===== src/rtl/core/optimal_cache_replacement_core_defines.svh =====
// assertion macros shared by the core
`ifndef OPTIMAL_CACHE_REPLACEMENT_CORE_DEFINES_SVH
`define OPTIMAL_CACHE_REPLACEMENT_CORE_DEFINES_SVH

// same-cycle implication, disabled during reset
`define OCR_ASSERT_NOW(label, clk, rst, ante, cons) \
  label: assert property (@(posedge clk) disable iff (rst) (ante) |-> (cons)) \
    else $error("ocr assertion failed");

// next-cycle implication, disabled during reset
`define OCR_ASSERT_NEXT(label, clk, rst, ante, cons) \
  label: assert property (@(posedge clk) disable iff (rst) (ante) |=> (cons)) \
    else $error("ocr assertion failed");

`endif


===== src/rtl/core/ocr_pkg.sv =====
`default_nettype none

package ocr_pkg;

  // fixed field widths
  localparam int KEY_W  = 32;
  localparam int SLOT_W = 5;
  localparam int CFG_W  = 5;

  // active ways after reset
  localparam logic [CFG_W-1:0] ACTIVE_WAYS_RESET = 5'd16;

endpackage

`default_nettype wire


===== src/rtl/core/ocr_if.sv =====
`default_nettype none

// request channel: key and its next-use time
interface ocr_req_if #(
  parameter int TIME_BITS = 20
) ();
  import ocr_pkg::*;

  logic                 valid;
  logic                 ready;
  logic [KEY_W-1:0]     req_key;
  logic [TIME_BITS-1:0] next_use;

  modport source (output valid, req_key, next_use, input ready);
  modport sink   (input valid, req_key, next_use, output ready);
endinterface

// result channel: hit flag and one-based slot
interface ocr_resp_if ();
  import ocr_pkg::*;

  logic              valid;
  logic              ready;
  logic              was_hit;
  logic [SLOT_W-1:0] slot_used;

  modport source (output valid, was_hit, slot_used, input ready);
  modport sink   (input valid, was_hit, slot_used, output ready);
endinterface

// configuration write channel for active_ways
interface ocr_cfg_if ();
  import ocr_pkg::*;

  logic             valid;
  logic             ready;
  logic [CFG_W-1:0] data;

  modport source (output valid, data, input ready);
  modport sink   (input valid, data, output ready);
endinterface

`default_nettype wire


===== src/rtl/core/optimal_cache_replacement_core.sv =====
// channel  role    beat contents
// -------  ------  --------------------------------------
// req      sink    req_key, next_use
// resp     source  was_hit, slot_used
// cfg      sink    data (active_ways), always ready
//
// one request per cycle sustained while resp does not stall; a request moves from the input
// register to the result register through the tag compare and max tree
// a request beat loads the input register, which then loads the result register; result beat follows
// rst (synchronous) clears the fill count, valid flags and active_ways to 16
// resp stalls hold the result register; req stays ready while the input
// register can drain into it in the same cycle
`default_nettype none
`include "optimal_cache_replacement_core_defines.svh"

module optimal_cache_replacement_core #(
  parameter int WAYS      = 16,
  parameter int TIME_BITS = 20
) (
  input wire logic    clk,
  input wire logic    rst,
  ocr_req_if.sink     req,
  ocr_resp_if.source  resp,
  ocr_cfg_if.sink     cfg
);
  import ocr_pkg::*;

  localparam int IW = (WAYS > 1) ? $clog2(WAYS) : 1;
  localparam int CW = $clog2(WAYS + 1);

  // configuration and control state
  logic [CFG_W-1:0]     active_ways;
  logic [CW-1:0]        filled_count;
  logic [CW-1:0]        filled_count_next;
  logic [CW-1:0]        ways_eff;

  // slot storage, undefined until written
  logic [KEY_W-1:0]     slot_tag      [WAYS];
  logic [TIME_BITS-1:0] slot_next_use [WAYS];

  // input register
  logic                 req_valid_q;
  logic [KEY_W-1:0]     req_key_q;
  logic [TIME_BITS-1:0] req_nu_q;

  // result register
  logic                 resp_valid_q;
  logic                 was_hit_q;
  logic [SLOT_W-1:0]    slot_used_q;

  logic                 fire;
  logic                 hit;
  logic [IW-1:0]        hit_idx;
  logic [WAYS-1:0]      elig;
  logic [IW-1:0]        victim_idx;
  logic [TIME_BITS-1:0] far;
  logic                 do_fill;
  logic                 wr_en;
  logic [IW-1:0]        wr_idx;
  logic                 was_hit_next;
  logic [SLOT_W-1:0]    slot_used_next;

  // handshakes
  assign fire      = req_valid_q && (!resp_valid_q || resp.ready);
  assign req.ready = !req_valid_q || fire;
  assign cfg.ready = 1'b1;

  assign resp.valid     = resp_valid_q;
  assign resp.was_hit   = was_hit_q;
  assign resp.slot_used = slot_used_q;

  // configuration register
  always_ff @(posedge clk) begin
    if (rst) begin
      active_ways <= ACTIVE_WAYS_RESET;
    end else if (cfg.valid) begin
      active_ways <= cfg.data;
    end
  end

  // clamp active ways into 1..WAYS
  always_comb begin
    if (active_ways == '0) begin
      ways_eff = CW'(1);
    end else if (32'(active_ways) > 32'(WAYS)) begin
      ways_eff = CW'(WAYS);
    end else begin
      ways_eff = CW'(active_ways);
    end
  end

  // input register
  always_ff @(posedge clk) begin
    if (rst) begin
      req_valid_q <= 1'b0;
    end else if (req.ready) begin
      req_valid_q <= req.valid;
    end
  end

  always_ff @(posedge clk) begin
    if (req.valid && req.ready) begin
      req_key_q <= req.req_key;
      req_nu_q  <= req.next_use;
    end
  end

  // tag compare
  ocr_lookup #(
    .WAYS (WAYS)
  ) u_lookup (
    .tags         (slot_tag),
    .filled_count (filled_count),
    .key          (req_key_q),
    .hit          (hit),
    .hit_idx      (hit_idx)
  );

  // victim candidates are the active slots
  always_comb begin
    for (int i = 0; i < WAYS; i++) begin
      elig[i] = (32'(ways_eff) > i);
    end
  end

  ocr_victim #(
    .WAYS      (WAYS),
    .TIME_BITS (TIME_BITS)
  ) u_victim (
    .times      (slot_next_use),
    .elig       (elig),
    .victim_idx (victim_idx),
    .far        (far)
  );

  // hit, fill, replace or bypass
  always_comb begin
    do_fill           = !hit && (filled_count < ways_eff);
    filled_count_next = filled_count;
    wr_en             = 1'b0;
    wr_idx            = hit_idx;
    was_hit_next      = hit;
    slot_used_next    = SLOT_W'((IW+1)'(hit_idx) + (IW+1)'(1));
    if (hit) begin
      wr_en = 1'b1;
    end else if (do_fill) begin
      wr_en             = 1'b1;
      wr_idx            = filled_count[IW-1:0];
      filled_count_next = filled_count + CW'(1);
      slot_used_next    = SLOT_W'((IW+1)'(filled_count[IW-1:0]) + (IW+1)'(1));
    end else if (req_nu_q < far) begin
      wr_en          = 1'b1;
      wr_idx         = victim_idx;
      slot_used_next = SLOT_W'((IW+1)'(victim_idx) + (IW+1)'(1));
    end else begin
      slot_used_next = '0;
    end
  end

  // fill count
  always_ff @(posedge clk) begin
    if (rst) begin
      filled_count <= '0;
    end else if (fire) begin
      filled_count <= filled_count_next;
    end
  end

  // slot write, a hit rewrites its own tag unchanged
  always_ff @(posedge clk) begin
    if (fire && wr_en) begin
      slot_tag[wr_idx]      <= req_key_q;
      slot_next_use[wr_idx] <= req_nu_q;
    end
  end

  // result register
  always_ff @(posedge clk) begin
    if (rst) begin
      resp_valid_q <= 1'b0;
    end else if (fire) begin
      resp_valid_q <= 1'b1;
    end else if (resp.ready) begin
      resp_valid_q <= 1'b0;
    end
  end

  always_ff @(posedge clk) begin
    if (fire) begin
      was_hit_q   <= was_hit_next;
      slot_used_q <= slot_used_next;
    end
  end

  // checks
  `OCR_ASSERT_NEXT(a_fill_step, clk, rst, fire && do_fill, filled_count == $past(filled_count) + CW'(1))
  `OCR_ASSERT_NEXT(a_hit_keeps_fill, clk, rst, fire && hit, filled_count == $past(filled_count))
  `OCR_ASSERT_NEXT(a_req_held, clk, rst, req_valid_q && !fire, req_valid_q)
  `OCR_ASSERT_NOW(a_fill_bound, clk, rst, fire && do_fill, filled_count < ways_eff && !hit)

endmodule

`default_nettype wire


===== src/rtl/core/ocr_lookup.sv =====
`default_nettype none

// parallel tag compare over the filled slots
module ocr_lookup #(
  parameter int WAYS = 16
) (
  input  logic [ocr_pkg::KEY_W-1:0] tags [WAYS],
  input  logic [$clog2(WAYS+1)-1:0] filled_count,
  input  logic [ocr_pkg::KEY_W-1:0] key,
  output logic                      hit,
  output logic [((WAYS > 1) ? $clog2(WAYS) : 1)-1:0] hit_idx
);
  import ocr_pkg::*;

  localparam int IW = (WAYS > 1) ? $clog2(WAYS) : 1;
  localparam int CW = $clog2(WAYS + 1);

  logic [WAYS-1:0] match;

  // per-slot compare, only slots below the fill count are valid
  always_comb begin
    for (int i = 0; i < WAYS; i++) begin
      match[i] = (tags[i] == key) && (CW'(i) < filled_count);
    end
  end

  // tags are unique, so an or of the matching indexes gives the slot
  always_comb begin
    hit_idx = '0;
    for (int i = 0; i < WAYS; i++) begin
      if (match[i]) begin
        hit_idx = hit_idx | IW'(i);
      end
    end
  end

  assign hit = |match;

endmodule

`default_nettype wire


===== src/rtl/core/ocr_victim.sv =====
`default_nettype none

// max tree over next-use times, lowest slot wins a tie
module ocr_victim #(
  parameter int WAYS      = 16,
  parameter int TIME_BITS = 20
) (
  input  logic [TIME_BITS-1:0] times [WAYS],
  input  logic [WAYS-1:0]      elig,
  output logic [((WAYS > 1) ? $clog2(WAYS) : 1)-1:0] victim_idx,
  output logic [TIME_BITS-1:0] far
);

  localparam int IW    = (WAYS > 1) ? $clog2(WAYS) : 1;
  localparam int LEAVES = 1 << IW;
  localparam int NODES  = 2 * LEAVES - 1;

  logic                 node_valid [NODES];
  logic [TIME_BITS-1:0] node_time  [NODES];
  logic [IW-1:0]        node_idx   [NODES];

  // leaves, padding beyond the slot count never wins
  for (genvar i = 0; i < LEAVES; i++) begin : g_leaf
    if (i < WAYS) begin : g_real
      assign node_valid[LEAVES-1+i] = elig[i];
      assign node_time[LEAVES-1+i]  = times[i];
      assign node_idx[LEAVES-1+i]   = IW'(i);
    end else begin : g_pad
      assign node_valid[LEAVES-1+i] = 1'b0;
      assign node_time[LEAVES-1+i]  = '0;
      assign node_idx[LEAVES-1+i]   = '0;
    end
  end

  // inner nodes take the right child only when strictly farther
  for (genvar n = 0; n < LEAVES - 1; n++) begin : g_node
    logic pick_r;
    assign pick_r = node_valid[2*n+2] &&
                    (!node_valid[2*n+1] || (node_time[2*n+2] > node_time[2*n+1]));
    assign node_valid[n] = node_valid[2*n+1] | node_valid[2*n+2];
    assign node_time[n]  = pick_r ? node_time[2*n+2] : node_time[2*n+1];
    assign node_idx[n]   = pick_r ? node_idx[2*n+2]  : node_idx[2*n+1];
  end

  assign victim_idx = node_idx[0];
  assign far        = node_time[0];

endmodule

`default_nettype wire


===== src/flat_wrapper.sv =====
// flat-port wrapper written by rule: the top's interface ports become plain ports
module optimal_cache_replacement_core_flat import ocr_pkg::*;
#(
  parameter int WAYS      = 16,
  parameter int TIME_BITS = 20
)
  (clk, rst, req_valid, req_req_key, req_next_use, req_ready, resp_valid, resp_was_hit, resp_slot_used, resp_ready, cfg_valid, cfg_data, cfg_ready);
  ocr_req_if #(.TIME_BITS(TIME_BITS)) req_i ();
  ocr_resp_if resp_i ();
  ocr_cfg_if cfg_i ();
  input wire logic clk;
  input wire logic rst;
  input wire logic [$bits(req_i.valid)-1:0] req_valid;
  input wire logic [$bits(req_i.req_key)-1:0] req_req_key;
  input wire logic [$bits(req_i.next_use)-1:0] req_next_use;
  output wire logic [$bits(req_i.ready)-1:0] req_ready;
  output wire logic [$bits(resp_i.valid)-1:0] resp_valid;
  output wire logic [$bits(resp_i.was_hit)-1:0] resp_was_hit;
  output wire logic [$bits(resp_i.slot_used)-1:0] resp_slot_used;
  input wire logic [$bits(resp_i.ready)-1:0] resp_ready;
  input wire logic [$bits(cfg_i.valid)-1:0] cfg_valid;
  input wire logic [$bits(cfg_i.data)-1:0] cfg_data;
  output wire logic [$bits(cfg_i.ready)-1:0] cfg_ready;
  assign req_i.valid = req_valid;
  assign req_i.req_key = req_req_key;
  assign req_i.next_use = req_next_use;
  assign req_ready = req_i.ready;
  assign resp_valid = resp_i.valid;
  assign resp_was_hit = resp_i.was_hit;
  assign resp_slot_used = resp_i.slot_used;
  assign resp_i.ready = resp_ready;
  assign cfg_i.valid = cfg_valid;
  assign cfg_i.data = cfg_data;
  assign cfg_ready = cfg_i.ready;
  optimal_cache_replacement_core #(.WAYS(WAYS), .TIME_BITS(TIME_BITS)) u_core (.clk(clk), .rst(rst), .req(req_i), .resp(resp_i), .cfg(cfg_i));
endmodule

===== config.mk =====
export PLATFORM = sky130hd
export DESIGN_NAME = optimal_cache_replacement_core_flat
export DESIGN_NICKNAME = d
export VERILOG_FILES = /design/src/rtl/core/ocr_pkg.sv /design/src/rtl/core/ocr_if.sv /design/src/rtl/core/optimal_cache_replacement_core.sv /design/src/rtl/core/ocr_lookup.sv /design/src/rtl/core/ocr_victim.sv /design/src/flat_wrapper.sv
export VERILOG_INCLUDE_DIRS = /design/src /design/src/rtl/core
export SDC_FILE = /design/constraint.sdc
export NUM_CORES = 2
export LEC_CHECK = 0
export BUFFER_PORTS_ARGS = -buffer_cell sky130_fd_sc_hd__buf_2
export CAP_MARGIN = 20
export CORE_AREA = 3 3 402 404
export DETAILED_ROUTE_END_ITERATION = 8
export DIE_AREA = 0 0 405 407
export SLEW_MARGIN = 20
export SYNTH_ARGS = -nofsm -noshare
export SYNTH_HDL_FRONTEND = slang
export SYNTH_HIERARCHICAL = 1
export SYNTH_SLANG_ARGS = --single-unit

===== constraint.sdc =====
create_clock -name clk -period 27.4 [get_ports clk]
set_input_delay 0 -clock clk [delete_from_list [all_inputs] [get_ports clk]]
set_output_delay 0 -clock clk [all_outputs]
set_load 0.005 [all_outputs]

# Word-level counts from Yosys, hierarchy flattened
# Index checks and enable logic that the tools add are counted.
# word_totals
input_bits	62
reg_bits	902
# classes
n_eq_ne	16
muxes	64
magnitude_cmp	52
reduce_logical	75
n_bitwise	16
n_addsub	4
# op_table
cell	count
512-bit bitwise mux	1
32-bit equality test	16
320-bit bitwise mux	1
20-bit 2-to-1 mux	16
20-bit greater-than comparator	15
32-bit demux with 4-bit select	1
20-bit demux with 4-bit select	1
4-bit 2-to-1 mux	18
5-bit by 4-bit greater-than comparator with 1-bit output (second input constant)	8
4-bit by 5-bit less-than comparator with 1-bit output (first input constant)	8
1-bit logical AND	36
32-bit 2-to-1 mux	1
5-bit 2-to-1 mux	5
5-bit by 3-bit greater-than comparator with 1-bit output (second input constant)	4
20-bit less-than comparator	1
3-bit by 5-bit less-than comparator with 1-bit output (first input constant)	4
1-bit zero test	18
1-bit logical OR	17
16-bit OR reduction	1
4-bit by 1-bit adder with 5-bit output (second input constant)	3
1-bit 2-to-1 mux	14
1-bit bitwise OR	14
3-bit 2-to-1 mux	4
5-bit by 1-bit greater-than comparator with 1-bit output (second input constant)	2
other kinds (14)	18

# Depth between registers and ports, before layout
# logic_depth
depth_word	30
ltp_mapped	56
mapped_depth_nobuf	49

# By module
# The synthesis kept the hierarchy.
# by_module_without_submodules
module	n_inst	seq_area_each_um2	cells_each	area_each_um2
optimal_cache_replacement_core	1	26965.9	1141	28493.6
ocr_victim	1	0.0	1747	12595.8
ocr_lookup	1	0.0	794	6313.6

# Worst setup path before layout
# Ideal clock, no wire load.
# synth_path
path_type	register -> register
startpoint	register u_core/slot_next_use[281] (netlist name)
endpoint	register u_core/slot_next_use[260] (netlist name), enable pin
setup_ns	0.462
t_arrival_ns	12.181
period_less_slack_ns	12.643
path_stages_with_launch	48
slack_ns	14.757
n_path_buf	6
path_cell_list	edfxtp_1 > ha_1 > nor2b_1 > o211ai_1 > a21oi_1 > o31a_1 > o211ai_1 > buf_2 > mux2i_1 > ha_1 > a21oi_1 > o21ai_0 > a2111o_1 > o31ai_2 > clkbuf_1 > clkbuf_1 > nand2_1 > o21ai_0 > [12 not listed] > o21a_1 > o21a_1 > o21a_1 > o41ai_1 > nand4b_1 > nand3_2 > buf_1 > mux2i_1 > inv_1 > ha_1 > nand4_1 > or4_1 > a2bb2oi_1 > and2_4 > buf_6 > a311oi_2 > nand3_2 > nor2_1
# synth_between
elab_chain_len	21
# synth_rtl
item	line_no	rtl
start: declaration	optimal_cache_replacement_core.sv:39	logic [TIME_BITS-1:0] slot_next_use [WAYS];
start signal: indexed assignment	optimal_cache_replacement_core.sv:173	slot_next_use[wr_idx] <= req_nu_q;
20-bit greater-than comparator	ocr_victim.sv:39	(!node_valid[2*n+1] || (node_time[2*n+2] > node_time[2*n+1]));
1-bit logical OR	ocr_victim.sv:39	
1-bit logical AND	ocr_victim.sv:38	assign pick_r = node_valid[2*n+2] &&
20-bit 2-to-1 mux (*)	ocr_victim.sv:41	assign node_time[n] = pick_r ? node_time[2*n+2] : node_time[2*n+1];
20-bit greater-than comparator	ocr_victim.sv:39	
1-bit logical OR	ocr_victim.sv:39	
1-bit logical AND	ocr_victim.sv:38	
20-bit 2-to-1 mux (*)	ocr_victim.sv:41	
[6 not listed]	--	
1-bit logical AND	ocr_victim.sv:38	
20-bit 2-to-1 mux (*)	ocr_victim.sv:41	
named net u_core.far[17]	optimal_cache_replacement_core.sv:56	logic [TIME_BITS-1:0] far;
20-bit less-than comparator (*)	optimal_cache_replacement_core.sv:151	end else if (req_nu_q < far) begin
1-bit 2-to-1 mux (*)	optimal_cache_replacement_core.sv:151	
1-bit 2-to-1 mux (*)	optimal_cache_replacement_core.sv:146	end else if (do_fill) begin
1-bit 2-to-1 mux (*)	optimal_cache_replacement_core.sv:144	if (hit) begin
1-bit logical AND (*)	optimal_cache_replacement_core.sv:171	if (fire && wr_en) begin
# The timed path passes the listed nets; every way through them passes the cells marked *.
# A chain may end at the register's enable or synchronous reset.

# Final worst setup path
# layout_path
startpoint	register u_core/slot_next_use[298] (netlist name)
endpoint	register u_core/slot_tag[423] (netlist name), enable pin
# layout_between
elab_chain_len	21
# layout_rtl
item	line_no	rtl
20-bit greater-than comparator	ocr_victim.sv:39	
1-bit logical OR	ocr_victim.sv:39	
1-bit logical AND	ocr_victim.sv:38	
20-bit 2-to-1 mux (*)	ocr_victim.sv:41	
20-bit greater-than comparator	ocr_victim.sv:39	
1-bit logical OR	ocr_victim.sv:39	
1-bit logical AND	ocr_victim.sv:38	
20-bit 2-to-1 mux (*)	ocr_victim.sv:41	
[6 not listed]	--	
1-bit logical AND	ocr_victim.sv:38	
20-bit 2-to-1 mux (*)	ocr_victim.sv:41	
named net u_core.far[19]	optimal_cache_replacement_core.sv:56	
20-bit less-than comparator (*)	optimal_cache_replacement_core.sv:151	
1-bit 2-to-1 mux (*)	optimal_cache_replacement_core.sv:151	
1-bit 2-to-1 mux (*)	optimal_cache_replacement_core.sv:146	
1-bit 2-to-1 mux (*)	optimal_cache_replacement_core.sv:144	
1-bit logical AND (*)	optimal_cache_replacement_core.sv:171	
end signal: indexed assignment	optimal_cache_replacement_core.sv:172	slot_tag[wr_idx] <= req_key_q;
end: declaration	optimal_cache_replacement_core.sv:38	logic [KEY_W-1:0] slot_tag [WAYS];
# Marks and branches as above.

==> flow_summary.ini <==
[setup_path]
cp.required_ps = 27740
crit_fanout = 44
r2r-start = u_core/slot_next_use[298]
startpoint = u_core/slot_next_use[298]
cp_slowest_cell = nor4_1
end_kind = register
worstSetupPathType = reg2reg
startpoint_type = register
path_common_cell = ha_1
critPathArrivalTime_ps = 15100
critPathMaxStageDelay_ps = 1030

[layout]
fin_cells = 6067
area_delta_synth_final_pct = 15.05
fillers = 15390
drive_above_1_share_pct = 10.70
fin_nets = 4299

[global_route]
grt_usage_pct = 16.20
antenna_found_initial = 2
gr-total-overflow = 0
grt_pass1_vias = 30260
grt_max_degree = 53
grt_pass1_wl_um = 198800

[die]
io_pins = 71
core_area_um2 = 158200
die_height_um = 407
dieArea_um2 = 164800
row_count = 146
die-width_um = 405
start_util_pct = 29.96

[sta]
fin_ws_ps = 12640
clock_skew_ps = 57.87
holdWs_ps = 53.07
fin_crit_ps = 14760
rsz0062_at_grt = false
setup_viol = 0
finalHoldViolations = 0
fmax_ghz = 0.06774
tns_ps = 0
worstMarginPinSlew_ps = 1213
slew_headroom_pct = 18.60
drv_slew = 0
finalCritPeriodShare_pct = 53.88

[detailed_routing]
wl_per_cell_um = 22.38
dr.first_iter.drc_count = 2714
vias = 31070
antenna_left = 0
route.detailed.drc = 0
dr.pass1.iters = 5
drt-total-wl_um = 135800
viasPerCell = 5.121

[clock_network]
clock_sinks = 902
clk_latency_ps = 720
cts_tree = yes
clockBufferDepth = 3
htree_levels = 3
cts_resized = 0
path_clk_slew_ps = 60
cts_setup_buffers = 0
numCtsBuffers = 96
cts-root-buf = clkbuf_16
hold_buffers = 115

[power]
leakagePower_nw = 19.70
powerDensity_nw_per_um2 = 66.94
peakVddDrop_v = 0.00004519

[yosys]
ys_seq_elements = 902
yosysSeqAreaShare_pct = 56.89
yosys.area.top_type_share_pct = 56.38
synthTopCellsByCount = 890 x edfxtp_1, 326 x ha_1, 302 x xnor2_1
synth_cells = 3682
yosys_warnings = 6
synth_edf_count = 890
synthTopCellsByArea = edfxtp_1 56%, ha_1 8.6%, xnor2_1 5.6%
syn_area_um2 = 47400
async_reset_ff_share_pct = 0
synth_top_area_cell = edfxtp_1
syn_area_per_cell_um2 = 12.87
yosysMostFrequentCell = edfxtp_1
ys.flop_type = edfxtp_1
synth.distinct_cells = 93

[placed_design]
dp_cells = 5769
port_buffers = 69
place_ws_ps = 12690
globalplace.congestion = 0.9013
dp_hpwl_um = 86650

[flow_run]
cap_violations = 0

[hold_path]
hp-start = req_req_key[11]
holdCritPathClass = in2reg

[run_status]
status = complete, no violations
-- power by group --
part	internal [W]	switching [W]
Sequential	0.00156	0.0000165
Combinational	0.000290	0.000491
Clock	0.000731	0.000563
Total	0.00258	0.00107
-- routing by layer --
| metal | wire length (um) | GRT usage, % |
|---|---|---|
| met4 | 4383 | 5.641 |
| met3 | 7673 | 2.539 |
| met5 | 0 | 0 |
| met1 | 60990 | 22.05 |
| met2 | 62740 | 26.21 |
-- stage by stage --
stage               utilization [%]  power, W  cell area, um^2
floorplan                         -  0.002150            47420
global placement              31.77  0.002353            50250
detailed placement            31.77  0.002358            50260
CTS                           34.46  0.003672            54520
global route                  34.47  0.003813            54530
finish                        34.47  0.003651            54540
-- layout by cell type (no fill, tap or decap), types with 42 or more instances in the layout --
master,instances
nand3_1,125
nor2_1,83
nand4_1,143
clkbuf_16,97
xor2_1,220
edfxtp_1,890
mux2i_1,113
inv_1,271
mux2_2,42
xnor2_1,302
nand2_1,174
o21ai_0,91
buf_2,69
dlygate4sd3_1,115
ha_1,326
buf_4,100
a21oi_1,166
nor4_1,69
-- path summary, 6_finish.rpt --
| kind | slack [ps] | end | cells past startpoint |
|---|---|---|---|
| worst max-delay path | 12640 | u_core/slot_tag[423] | 43 |
| worst min register to register | 740 | u_core/filled_count[1] | 3 |
| worst max register to register | 12640 | u_core/slot_tag[423] | 43 |
| worst min-delay path | 50 | u_core/req_key_q[11] | 2 |
-- critical path, delay by kind of cell, from the launching register on --
kind / cells / cell delay, ps
AND/OR/NAND/NOR: 16 / 5730
flip-flops: 1 / 390
AO/OA/AOI/OAI: 15 / 3930
adder cells (fa/ha/maj): 5 / 1550
multiplexers: 2 / 780
buffers and inverters: 5 / 1960
-- kinds of logic (layout without fill, tap and decap cells) --
group | after synthesis | count (layout) | share of synthesized area, %
adders and majority gates | 326 | 326 | 8.605
DFF | 902 | 902 | 56.89
and+or+nand+nor | 746 | 746 | 8.338
xor gates and xnor gates | 522 | 522 | 9.645
muxes | 155 | 155 | 3.384
buffers and inverters | 428 | 734 | 4.260
other | 1 | 8 | 0.007911
AOI/OAI and AO/OA | 602 | 602 | 8.874
-- layout make-up --
cell class	instances	area, um^2	share of cell area, %
timing repair buffer	284	2247	4.120
antenna	3	7.507	0.01377
multi-input combinational	2356	18590	34.09
sequential	902	26970	49.44
inverter	271	1017	1.865
clock inverter	61	606.8	1.113
tap	2072	2592	4.754
clock buffer	118	2506	4.595
-- state kept, by name, summed over array words and instances, names as in the netlist --
name,count
u_core/slot_next_use,320
u_core/resp.valid,1
u_core/slot_tag,512
u_core/req_nu_q,20
u_core/req_valid_q,1
u_core/resp.was_hit,1
u_core/active_ways,5
u_core/filled_count,5
u_core/req_key_q,32
u_core/resp.slot_used,5
(Power assumes the default switching activity.)
